File: src/irpn_pkg.sv
// irpn_pkg: token codes, error codes and operator helpers for the infix/postfix evaluator
// no dependencies; imported by infix_rpn_expression_evaluator_top and its testbench
package irpn_pkg;

  localparam int unsigned FUNC_W = 4;
  localparam int unsigned ERR_W  = 2;
  localparam int unsigned OP_W   = 3;

  typedef enum logic [FUNC_W-1:0] {
    FN_DIGIT = 4'd0,
    FN_PLUS  = 4'd1,
    FN_MINUS = 4'd2,
    FN_TIMES = 4'd3,
    FN_DIV   = 4'd4,
    FN_OPEN  = 4'd5,
    FN_CLOSE = 4'd6,
    FN_SEP   = 4'd7,
    FN_END   = 4'd8
  } func_t;

  typedef enum logic [ERR_W-1:0] {
    ERR_NONE  = 2'd0,
    ERR_OVER  = 2'd1,
    ERR_UNDER = 2'd2,
    ERR_DIV0  = 2'd3
  } err_t;

  // operator stack entry codes; none marks a pending result write
  localparam logic [OP_W-1:0] OP_NONE  = 3'd0;
  localparam logic [OP_W-1:0] OP_PLUS  = 3'd1;
  localparam logic [OP_W-1:0] OP_MINUS = 3'd2;
  localparam logic [OP_W-1:0] OP_TIMES = 3'd3;
  localparam logic [OP_W-1:0] OP_DIV   = 3'd4;
  localparam logic [OP_W-1:0] OP_OPEN  = 3'd5;

  // byte address of the notation mode register
  localparam logic [1:0] CFG_ADDR_MODE = 2'd0;

  // precedence: times and divide bind tighter
  function automatic logic prec_hi(input logic [OP_W-1:0] op);
    prec_hi = (op == OP_TIMES) || (op == OP_DIV);
  endfunction

endpackage

File: src/infix_rpn_expression_evaluator_top.sv
// infix_rpn_expression_evaluator_top: shunting-yard evaluator with memory-held stacks
// depends on irpn_pkg
//
// Takes one key token per transfer and accepts the next one only when the current token
// is finished. Value and operator stacks sit in two synchronous memories (registered
// read); the top entries are read ahead from the memories, and after each result
// write a wait state (S_OUT) lets the new top be read back. An infix operator or a
// close pops and applies operators through S_APPLY, S_APPLY2 and S_PUSHOP; a divide
// also goes through the bit-serial divider; end applies each operator left on the
// stack, then waits while the previous result is not yet taken. No reset sweep: the
// stacks are only read below their depth. Config writes are taken at any time and
// should be made while idle.
module infix_rpn_expression_evaluator_top #(
  parameter int STACK_DEPTH = 16,
  parameter int VALUE_WIDTH = 16
) (
  input  logic                 clk,
  input  logic                 rst_n,
  input  logic                 in_tvalid,
  output logic                 in_tready,
  input  logic [7:0]           in_tdata,   // [3:0] func, [7:4] digit
  output logic                 out_tvalid,
  input  logic                 out_tready,
  output logic [((VALUE_WIDTH+2+7)/8)*8-1:0] out_tdata, // value, then error_code
  input  logic                 cfg_psel,
  input  logic                 cfg_penable,
  input  logic                 cfg_pwrite,
  input  logic [1:0]           cfg_paddr,
  input  logic [31:0]          cfg_pwdata,
  output logic [31:0]          cfg_prdata,
  output logic                 cfg_pready
);
  import irpn_pkg::*;

  localparam int DW = $clog2(STACK_DEPTH + 1);
  localparam int AW = (STACK_DEPTH > 1) ? $clog2(STACK_DEPTH) : 1;
  localparam int VW = VALUE_WIDTH;
  localparam int OW = ((VALUE_WIDTH + 2 + 7) / 8) * 8;
  localparam int CW = $clog2(VALUE_WIDTH + 1);
  localparam logic [DW-1:0] DEPTH_MAX = DW'(STACK_DEPTH);

  typedef enum logic [3:0] {
    S_IDLE, S_DISPATCH, S_OPLOOP, S_APPLY, S_APPLY2, S_DIVIDE, S_DIVFIN, S_PUSHOP,
    S_CLOSE, S_ENDLOOP, S_ENDFIN, S_OUT, S_FETCH
  } state_t;

  // memories
  logic [VW-1:0]   vmem [STACK_DEPTH];
  logic [OP_W-1:0] omem [STACK_DEPTH];

  state_t          state_r;
  logic            mode_r;
  logic [DW-1:0]   vdep_r, odep_r;
  logic [VW-1:0]   acc_r;
  logic            pend_r;
  err_t            err_r;
  logic [3:0]      func_r;
  logic [3:0]      digit_r;
  logic [VW-1:0]   a_r, b_r, res_r;
  logic [OP_W-1:0] op_r;
  logic [VW-1:0]   vrd_r;
  logic [OP_W-1:0] ord_r;
  logic            end_r;
  logic            out_valid_r;
  logic [VW-1:0]   out_val_r;
  err_t            out_err_r;
  // divider
  logic [VW-1:0]   dq_r, dr_r, dd_r;
  logic [CW-1:0]   dcnt_r;
  logic            dneg_r;

  logic [VW-1:0]   vmem_wd;
  logic [AW-1:0]   vmem_wa, vmem_ra;
  logic            vmem_we;
  logic [OP_W-1:0] omem_wd;
  logic [AW-1:0]   omem_wa, omem_ra;
  logic            omem_we;

  assign in_tready  = (state_r == S_IDLE);
  assign out_tvalid = out_valid_r;
  assign out_tdata  = OW'({out_err_r, out_val_r});
  assign cfg_pready = 1'b1;
  assign cfg_prdata = {31'd0, mode_r};

  // config register
  always_ff @(posedge clk) begin
    if (!rst_n) begin
      mode_r <= 1'b0;
    end else if (cfg_psel && cfg_penable && cfg_pwrite && cfg_paddr == CFG_ADDR_MODE) begin
      mode_r <= cfg_pwdata[0];
    end
  end

  // memory ports
  always_ff @(posedge clk) begin
    if (vmem_we) vmem[vmem_wa] <= vmem_wd;
    vrd_r <= vmem[vmem_ra];
  end
  always_ff @(posedge clk) begin
    if (omem_we) omem[omem_wa] <= omem_wd;
    ord_r <= omem[omem_ra];
  end

  // helpers
  logic [VW-1:0] sub_w;
  logic          sub_ok;
  logic [VW-1:0] dr_sh;
  logic [VW-1:0] mag_a, mag_b;
  logic          push_ovf;
  assign mag_a    = a_r[VW-1] ? VW'(-a_r) : a_r;
  assign mag_b    = b_r[VW-1] ? VW'(-b_r) : b_r;
  assign dr_sh    = {dr_r[VW-2:0], dq_r[VW-1]};
  assign sub_ok   = ({dr_r[VW-1], dr_sh} >= {1'b0, dd_r});
  assign sub_w    = VW'({dr_r[VW-1], dr_sh} - {1'b0, dd_r});
  assign push_ovf = pend_r && (vdep_r >= DEPTH_MAX);

  // memory control
  always_comb begin
    vmem_we = 1'b0;
    vmem_wa = AW'(vdep_r);
    vmem_wd = res_r;
    omem_we = 1'b0;
    omem_wa = AW'(odep_r);
    omem_wd = op_r;
    vmem_ra = AW'(vdep_r - 1'b1);
    omem_ra = AW'(odep_r - 1'b1);
    case (state_r)
      S_DISPATCH: begin
        if (pend_r && func_r != FN_DIGIT && func_r <= FN_END && err_r == ERR_NONE
            && !push_ovf) begin
          vmem_we = 1'b1;
          vmem_wd = acc_r;
        end
      end
      S_APPLY: vmem_ra = AW'(vdep_r - 2'd2);
      // result replaces the lower operand, one below the reduced depth
      S_PUSHOP: begin
        if (op_r == OP_NONE) begin
          vmem_we = 1'b1;
          vmem_wa = AW'(vdep_r - 1'b1);
        end else begin
          omem_we = (odep_r < DEPTH_MAX);
        end
      end
      default: ;
    endcase
  end

  // main sequencer
  always_ff @(posedge clk) begin
    if (!rst_n) begin
      state_r     <= S_IDLE;
      vdep_r      <= '0;
      odep_r      <= '0;
      acc_r       <= '0;
      pend_r      <= 1'b0;
      err_r       <= ERR_NONE;
      out_valid_r <= 1'b0;
      end_r       <= 1'b0;
    end else begin
      if (out_valid_r && out_tready && state_r != S_ENDFIN) out_valid_r <= 1'b0;
      case (state_r)
        S_IDLE: begin
          if (in_tvalid) begin
            func_r  <= in_tdata[3:0];
            digit_r <= in_tdata[7:4];
            state_r <= S_DISPATCH;
          end
        end
        S_DISPATCH: begin
          end_r <= (func_r == FN_END);
          if (func_r == FN_END && err_r != ERR_NONE) begin
            state_r <= S_ENDFIN;
          end else if (func_r > FN_END || err_r != ERR_NONE) begin
            state_r <= S_IDLE;
          end else if (func_r == FN_DIGIT) begin
            acc_r   <= VW'(acc_r * VW'(10) + VW'(digit_r));
            pend_r  <= 1'b1;
            state_r <= S_IDLE;
          end else begin
            if (pend_r) begin
              acc_r  <= '0;
              pend_r <= 1'b0;
              if (!push_ovf) vdep_r <= vdep_r + 1'b1;
              else err_r <= ERR_OVER;
            end
            if (func_r == FN_END) begin
              state_r <= push_ovf ? S_ENDFIN : S_ENDLOOP;
            end else if (push_ovf || func_r == FN_SEP) begin
              state_r <= S_IDLE;
            end else if (mode_r) begin
              if (func_r <= FN_DIV) begin
                op_r    <= func_r[OP_W-1:0];
                state_r <= S_FETCH;
              end else begin
                state_r <= S_IDLE;
              end
            end else if (func_r <= FN_DIV) begin
              op_r    <= func_r[OP_W-1:0];
              state_r <= S_OPLOOP;
            end else if (func_r == FN_OPEN) begin
              op_r    <= OP_OPEN;
              state_r <= S_PUSHOP;
            end else begin
              state_r <= S_CLOSE;
            end
          end
        end
        // postfix operator: wait for the pushed number to be read back as top
        S_FETCH: state_r <= S_APPLY;
        // infix operator: ord_r holds operator-stack top
        S_OPLOOP: begin
          if (err_r != ERR_NONE) begin
            state_r <= S_IDLE;
          end else if (odep_r == '0 || ord_r == OP_OPEN
                       || (prec_hi(func_r[OP_W-1:0]) && !prec_hi(ord_r))) begin
            op_r    <= func_r[OP_W-1:0];
            state_r <= S_PUSHOP;
          end else begin
            op_r    <= ord_r;
            odep_r  <= odep_r - 1'b1;
            state_r <= S_APPLY;
          end
        end
        S_CLOSE: begin
          if (err_r != ERR_NONE) begin
            state_r <= S_IDLE;
          end else if (odep_r == '0) begin
            err_r   <= ERR_UNDER;
            state_r <= S_IDLE;
          end else if (ord_r == OP_OPEN) begin
            odep_r  <= odep_r - 1'b1;
            state_r <= S_IDLE;
          end else begin
            op_r    <= ord_r;
            odep_r  <= odep_r - 1'b1;
            state_r <= S_APPLY;
          end
        end
        S_ENDLOOP: begin
          if (err_r != ERR_NONE) begin
            state_r <= S_ENDFIN;
          end else if (odep_r == '0) begin
            if (vdep_r == '0) err_r <= ERR_UNDER;
            state_r <= S_ENDFIN;
          end else if (ord_r == OP_OPEN) begin
            err_r   <= ERR_UNDER;
            odep_r  <= odep_r - 1'b1;
            state_r <= S_ENDFIN;
          end else begin
            op_r    <= ord_r;
            odep_r  <= odep_r - 1'b1;
            state_r <= S_APPLY;
          end
        end
        // vrd_r now holds top value, read next-below
        S_APPLY: begin
          if (vdep_r < DW'(2)) begin
            err_r   <= ERR_UNDER;
            state_r <= end_r ? S_ENDFIN : S_IDLE;
          end else begin
            b_r     <= vrd_r;
            state_r <= S_APPLY2;
          end
        end
        S_APPLY2: begin
          a_r <= vrd_r;
          if (op_r == OP_DIV) begin
            state_r <= S_DIVFIN;
          end else begin
            if (op_r == OP_TIMES) res_r <= VW'(vrd_r * b_r);
            else res_r <= (op_r == OP_PLUS) ? VW'(vrd_r + b_r) : VW'(vrd_r - b_r);
            vdep_r  <= vdep_r - 1'b1;
            state_r <= S_PUSHOP;
            op_r    <= OP_NONE;
          end
        end
        S_DIVFIN: begin
          if (b_r == '0) begin
            err_r   <= ERR_DIV0;
            vdep_r  <= vdep_r - DW'(2);
            state_r <= end_r ? S_ENDFIN : S_IDLE;
          end else begin
            dq_r    <= mag_a;
            dd_r    <= mag_b;
            dr_r    <= '0;
            dneg_r  <= a_r[VW-1] ^ b_r[VW-1];
            dcnt_r  <= CW'(VW);
            state_r <= S_DIVIDE;
          end
        end
        // restoring divide, one bit per cycle
        S_DIVIDE: begin
          if (dcnt_r == '0) begin
            res_r   <= dneg_r ? VW'(-dq_r) : dq_r;
            vdep_r  <= vdep_r - 1'b1;
            op_r    <= OP_NONE;
            state_r <= S_PUSHOP;
          end else begin
            dr_r   <= sub_ok ? sub_w : dr_sh;
            dq_r   <= {dq_r[VW-2:0], sub_ok};
            dcnt_r <= dcnt_r - 1'b1;
          end
        end
        // no operator: result goes into the value slot at vdep-1
        S_PUSHOP: begin
          if (op_r == OP_NONE) begin
            state_r <= S_OUT;
          end else begin
            if (odep_r >= DEPTH_MAX) err_r <= ERR_OVER;
            else odep_r <= odep_r + 1'b1;
            state_r <= S_IDLE;
          end
        end
        S_OUT: begin
          // result written; continue the loop that applied it
          if (end_r) state_r <= S_ENDLOOP;
          else if (mode_r) state_r <= S_IDLE;
          else if (func_r == FN_CLOSE) state_r <= S_CLOSE;
          else state_r <= S_OPLOOP;
        end
        S_ENDFIN: begin
          if (!out_valid_r || out_tready) begin
            out_valid_r <= 1'b1;
            out_err_r   <= err_r;
            out_val_r   <= (err_r == ERR_NONE) ? vrd_r : '0;
            vdep_r      <= '0;
            odep_r      <= '0;
            acc_r       <= '0;
            pend_r      <= 1'b0;
            err_r       <= ERR_NONE;
            end_r       <= 1'b0;
            state_r     <= S_IDLE;
          end
        end
        default: state_r <= S_IDLE;
      endcase
    end
  end

`ifndef NO_ASSERTIONS
  // depth never passes the stack size
  a_vdep: assert property (@(posedge clk) disable iff (!rst_n) vdep_r <= DEPTH_MAX)
    else $error("value depth overflow");
  a_odep: assert property (@(posedge clk) disable iff (!rst_n) odep_r <= DEPTH_MAX)
    else $error("operator depth overflow");
  // a result is only produced from the end sequence
  a_out: assert property (@(posedge clk) disable iff (!rst_n)
    $rose(out_valid_r) |-> $past(state_r) == S_ENDFIN)
    else $error("result outside end");
`endif

endmodule

File: config.mk
export PLATFORM = sky130hd
export DESIGN_NAME = infix_rpn_expression_evaluator_top
export DESIGN_NICKNAME = d
export VERILOG_FILES = /design/src/irpn_pkg.sv /design/src/infix_rpn_expression_evaluator_top.sv
export SDC_FILE = /design/constraint.sdc
export NUM_CORES = 1
export LEC_CHECK = 0
export BUFFER_PORTS_ARGS = -buffer_cell sky130_fd_sc_hd__buf_4
export CAP_MARGIN = 30
export CORE_MARGIN = 2
export CORE_UTILIZATION = 25
export CTS_BUF_LIST = sky130_fd_sc_hd__clkbuf_16
export DETAILED_ROUTE_END_ITERATION = 8
export PLACE_DENSITY_LB_ADDON = 0.25
export SYNTH_ARGS = -nofsm -noshare
export SYNTH_HDL_FRONTEND = slang
export SYNTH_SLANG_ARGS = --single-unit
File: constraint.sdc
create_clock -name clk -period 8.8 [get_ports clk]
set_input_delay 1.76 -clock clk [delete_from_list [all_inputs] [get_ports clk]]
set_output_delay 1.76 -clock clk [all_outputs]
set_load 0.05 [all_outputs]
* After elaboration in Yosys (flattened, before gate mapping)
Memories as Yosys holds them, arrays and structs flattened. A register that Yosys moved wholly into a read port is not among the register bits.
Index checks and enable logic that the tools add are counted.
** Word-level totals
- Register bits after elaboration :: 167
- RAM bits :: 304
- Output and inout port bits :: 59
- Word-level logic and storage cells :: 292
- Memories kept :: 2
** Cells by class
- Add/subtract/negate cells :: 13
- $mul :: 2
- Magnitude comparators :: 8
- Equality and inequality tests :: 57
- Mux-type cells :: 128
- Bitwise operators :: 3
- Reduce and logical (&&, ||, !) cells :: 56
** Memories
- vmem :: depth 16, bits a word 16, rd ports 1, clocked after Yosys merged registers in 1, wr ports 1, RTL line infix_rpn_expression_evaluator_top.sv:48 : logic [VW-1:0] vmem [STACK_DEPTH];
- omem :: depth 16, bits a word 3, rd ports 1, clocked after Yosys merged registers in 1, wr ports 1, RTL line infix_rpn_expression_evaluator_top.sv:49 : logic [OP_W-1:0] omem [STACK_DEPTH];
** Operators by type and width (count)
- two-way mux 16 bit :: 18
- one-hot mux 16 bit (2 select lines) :: 4
- two-way mux 4 bit :: 25
- two-way mux 5 bit :: 17
- two-way mux 3 bit :: 18
- != test 2 bit (second input constant) :: 27
- one-hot mux 4 bit (13 select lines) :: 1
- negation 16 bit :: 3
- two-way mux 2 bit :: 20
- subtractor 16 bit :: 2
- == test 4 x 3 -> 1 bit (second input constant) :: 7
- one-hot mux 5 bit (5 select lines) :: 1
- == test 4 bit (second input constant) :: 6
- one-hot mux 5 bit (4 select lines) :: 1
- >= comparator 17 x 16 -> 1 bit :: 1
- adder 16 bit :: 1
- adder 16 x 4 -> 16 bit :: 1
- zero test 16 bit :: 1
- multiplier 16 x 16 -> 16 bit :: 1
- multiplier 16 x 3 -> 15 bit (second input constant) :: 1
- two-way mux 1 bit :: 16
- AND reduction 16 bit :: 1
- zero test 5 bit :: 3
- two-way mux 15 bit :: 1
- 40 further kinds :: 90

* Logic depth before layout (Yosys ltp)
- Depth in word-level cells :: 10
- Gate-level depth with buffers :: 22
- Gate-level depth less buffers :: 20

* Least setup slack after synthesis
Ideal clock, no wire load.
- Path kind :: register to register
- From :: register b_r[5]
- To :: register res_r[15], data pin
- Arrival :: 5.201 ns
- Data required time :: 8.528 ns
- Slack :: 3.327 ns
- Cell stages (with the launch flop) :: 22
- Buffers on the path :: 2
- Path through :: edfxtp_1 > clkbuf_1 > clkbuf_1 > and2_1 > fa_1 > inv_1 > fa_1 > fa_1 > fa_1 > inv_1 > fa_1 > inv_1 > fa_1 > inv_1 > ha_1 > a21oi_1 > o21bai_1 > a41oi_1 > a21oi_1 > xnor2_1 > nor3_1 > a221oi_1
** Between the ends
- Cells in the longest elaborated chain, start to end :: 5
- Elaborated cells between the ends (all ways) :: 7
- Classes of those cells :: 2 x add/sub; 1 x mul; 4 x mux
** RTL lines
- start: declaration :: RTL line infix_rpn_expression_evaluator_top.sv:59 : logic [VW-1:0] a_r, b_r, res_r;
- start signal: assignment :: RTL line infix_rpn_expression_evaluator_top.sv:262 : b_r <= vrd_r;
- parallel branches: the longest is 2 deep, another holds multiplier 16 x 16 -> 16 bit
- two-way mux 16 bit * :: RTL line infix_rpn_expression_evaluator_top.sv:271 : if (op_r == OP_TIMES) res_r <= VW'(vrd_r * b_r);
- two-way mux 16 bit * :: RTL line infix_rpn_expression_evaluator_top.sv:268 : if (op_r == OP_DIV) begin
- one-hot mux 16 bit (2 select lines) * :: RTL line infix_rpn_expression_evaluator_top.sv:162 : case (state_r)
- end signal: assignment :: RTL line infix_rpn_expression_evaluator_top.sv:271
- end signal: assignment :: RTL line infix_rpn_expression_evaluator_top.sv:272 : else res_r <= (op_r == OP_PLUS) ? VW'(vrd_r + b_r) : VW'(vrd_r - b_r);
- end signal: assignment :: RTL line infix_rpn_expression_evaluator_top.sv:295 : res_r <= dneg_r ? VW'(-dq_r) : dq_r;
- end: declaration :: RTL line infix_rpn_expression_evaluator_top.sv:59
Mark *: on every way between the ends. The select of a mux whose other input is x is not followed.
A chain may end at the register's enable or synchronous reset.

* Worst setup path in the final report
- From :: register b_r[3]
- To :: register res_r[15], data pin
Same word-level chain as after synthesis.

==> impl_metrics.env <==
export IMPL_worstHoldPathType="reg -> reg"
export IMPL_design_core_area_mm2=0.110
export IMPL_dp_cells=3775
export IMPL_globalplace_congestion=0.868
export IMPL_vdd_ir_drop_max_v=0.000763
export IMPL_final_cell_mix="edfxtp_1 (435), nand2_1 (237), inv_1 (176)"
export IMPL_wl_per_cell_um=19.1
export IMPL_cp_end_kind="flip-flop"
export IMPL_combPwrFrac_pct=57.0
export IMPL_sequentialPowerShare_pct=23.8
export IMPL_cts_setup_buffers=0
export IMPL_htreeDepth=2
export IMPL_worst_path_stages=18
export IMPL_ctsHoldBuffers=0
export IMPL_tightest_slew_ns=0.919
export IMPL_ff2ff_setup_slack_ns=2.53
export IMPL_slowest_stage="edfxtp_1"
export IMPL_r2r_end="res_r[15]$_DFFE_PP_"
export IMPL_grt_usage_pct=12.9
export IMPL_critPathMaxStageDelay_ns=0.95
export IMPL_drv_cap=0
export IMPL_yosysSeqAreaShare_pct=51.1
export IMPL_clkSlewWorstSetupHoldPaths_ns=0.06
export IMPL_dr_pass1_iters=5
export IMPL_via_per_inst=4.63
export IMPL_crit_required_ns=9.19
export IMPL_clock_sinks=490
export IMPL_clock_latency_ns=0.64
export IMPL_timing_fmax_mhz=159
export IMPL_dieHeight_um=337
export IMPL_cp_arrival_ns=6.66
export IMPL_io_pin_count=108
export IMPL_critical_path_most_common_cell="fa_1"
export IMPL_synthArstFlopShare_pct=0
export IMPL_start_util_pct=25.1
export IMPL_final_common_cell="edfxtp_1"
export IMPL_total_power_uw=12100
export IMPL_areaGrowthSynthToFinish_pct=14.4
export IMPL_fin_hold_ws_ns=0.506
export IMPL_finalMaxSlewViolations=0
export IMPL_hpwl_mm=48.6
export IMPL_path_cells="nand2_1 -> fa_1 -> fa_1 -> fa_1 -> fa_1 -> inv_1 -> fa_1 -> inv_1 -> fa_1 -> inv_1 -> ha_1 -> a21oi_1 -> o21bai_1 -> a41oi_1 -> a21oi_1 -> xnor2_1 -> nor3_1 -> a221oi_1"
export IMPL_syn_cell_area_mm2=0.0277
export IMPL_clock_skew_ns=0.0346
export IMPL_port_buffers=38
export IMPL_stdcell_count=3882
export IMPL_cts_tree="yes"
export IMPL_fp_dieW_um=337
export IMPL_cts_max_path_buffers=3
export IMPL_diodes=0
export IMPL_worst_path_buf_inv=3
export IMPL_ys_types=83
export IMPL_maxSlewHeadroom_pct=38.8
export IMPL_rows=122
export IMPL_period_share_pct=71.3
export IMPL_final_area_mm2=0.0317
export IMPL_overflow=0
export IMPL_cts_resized=0
export IMPL_postSynthAreaPerCell_um2=12.0
export IMPL_synth_edf_count=435
export IMPL_cp_max_fo=18
export IMPL_start_kind="flip-flop"
export IMPL_p_sw_uw=5010
export IMPL_antenna_found_initial=1
export IMPL_period_minus_slack_ns=6.27
export IMPL_place_area_mm2=0.0299
export IMPL_rsz0062_at_grt="false"
export IMPL_drtIter0Drc=1228
export IMPL_p_leak_uw=0.0115
export IMPL_min_path_cells=2
export IMPL_cts_buffers=57
export IMPL_crit_family="adder cells"
export IMPL_drive_above_1_share_pct=12.7
export IMPL_antenna_left=0
export IMPL_dieArea_mm2=0.114
export IMPL_wl_mm=74.1
export IMPL_crit_type="reg -> reg"
export IMPL_fin_nets=2599
export IMPL_cts_root_buf="clkbuf_16"
export IMPL_power_frac_clock_pct=19.2
export IMPL_setup_viol=0
export IMPL_status="finished clean"
export IMPL_worstRegToRegCells=18
export IMPL_hold_viol=0
export IMPL_grt_pass1_wl_mm=112
export IMPL_synth_top_area_cell="edfxtp_1"
export IMPL_worstHoldStart="digit_r[0]$_DFFE_PP_"
export IMPL_drc_errors=0
export IMPL_yosys_warnings=0
export IMPL_synth_top_area_share_pct=47.1
export IMPL_ys_ff_latch=490
export IMPL_synthFlopType="edfxtp_1"
export IMPL_min_to="acc_r[0]$_SDFFE_PN0P_"
export IMPL_n_fill_cell=11300
export IMPL_tns_ns=0
export IMPL_swShare_pct=41.6
export IMPL_r2r_start="b_r[3]$_DFFE_PP_"
export IMPL_power_internal_uw=7040
export IMPL_cellPowerDensity_mw_per_mm2=380
export IMPL_via_count=18000
export IMPL_grt_pass1_vias=18200
export IMPL_grt_max_degree=52
export IMPL_synth_cells=2306
export IMPL_synth_top_cells_by_area="edfxtp_1 (47%), mux4_2 (6.4%), fa_1 (6.1%), ha_1 (5.4%), dfxtp_1 (4.0%)"
kinds of logic after synthesis:
logic type	share of synthesized area, %
compound gates	8.30
flops	51.1
buf+inv	4.76
other cells	0.0271
xor+xnor	4.56
simple gates	12.3
mux	7.50
fa+ha+maj	11.5
layer usage:
metal  track usage [%]  wire length [um]
met2              22.5             36900
met3              1.54              2640
met4              3.50              1780
met1              16.9             32700
met5                 0                 0
stage by stage:
step	setup WS [ns]	utilization, %
floorplan	3.33	-
global placement	2.52	27.0
detailed placement	2.52	27.1
CTS	2.48	28.7
global route	2.20	28.7
finish	2.53	28.7
power groups by stage:
stage	registers [uW]	clock network, uW	logic (uW)
6_report	2870	2320	6870
5_1_grt	2880	2470	7770
4_1_cts	2870	2380	7050
3_5_place_dp	2920	0	6990
3_3_place_gp	2910	0	6960
2_1_floorplan	2840	0	5260
synth_stat cells (19+ instances only):
library cell and count:
nand2_1 237, a22oi_1 19, ha_1 120, mux4_2 79, nor2_1 149, fa_1 84
xnor2_1 93, and2_1 112, a211oi_1 35, o21a_1 20, xor2_1 49, inv_1 166
a31oi_1 33, edfxtp_1 435, a21oi_1 72, buf_4 39, dfxtp_1 55, o21ai_0 66
nand3_1 28, nor3_1 40, clkbuf_1 81, or3_1 22
registers in the layout, summed over array words and instances, names as in the netlist, 2 cells and up:
register,flops
func_r,4
b_r,16
dcnt_r,5
state_r,4
vdep_r,5
odep_r,5
dr_r,16
omem,48
vmem,256
digit_r,4
out_err_r,2
res_r,16
vrd_r,16
dd_r,16
acc_r,16
dq_r,16
err_r,2
a_r,16
ord_r,3
out_val_r,16
omem_wd,3
how the worst max path moves through the flow:
stage	startpoint	end	slack, ns
floorplan	b_r[5]$_DFFE_PP_	res_r[15]$_DFFE_PP_	3.33
global placement	b_r[4]$_DFFE_PP_	res_r[15]$_DFFE_PP_	2.52
detailed placement	b_r[3]$_DFFE_PP_	res_r[15]$_DFFE_PP_	2.52
CTS	b_r[3]$_DFFE_PP_	res_r[15]$_DFFE_PP_	2.48
global route	b_r[3]$_DFFE_PP_	res_r[15]$_DFFE_PP_	2.20
finish	b_r[3]$_DFFE_PP_	res_r[15]$_DFFE_PP_	2.53
layout make-up:
cell class	instances	area [um^2]	share of cell area [%]
Tap cell	1488	1860	5.87
Clock inverter	49	395	1.25
Inverter	166	623	1.96
Clock buffer	58	1450	4.58
Timing Repair Buffer	87	704	2.22
Multi-Input combinational cell	1544	12500	39.5
Sequential cell	490	14200	44.6
tightest hold or removal path, cell delays in order, from the launching register on:
cell and delay (ns):
edfxtp_1 0.33, a22oi_1 0.06, nor2_1 0.08
Note: power is estimated with default switching activity, not from simulation.
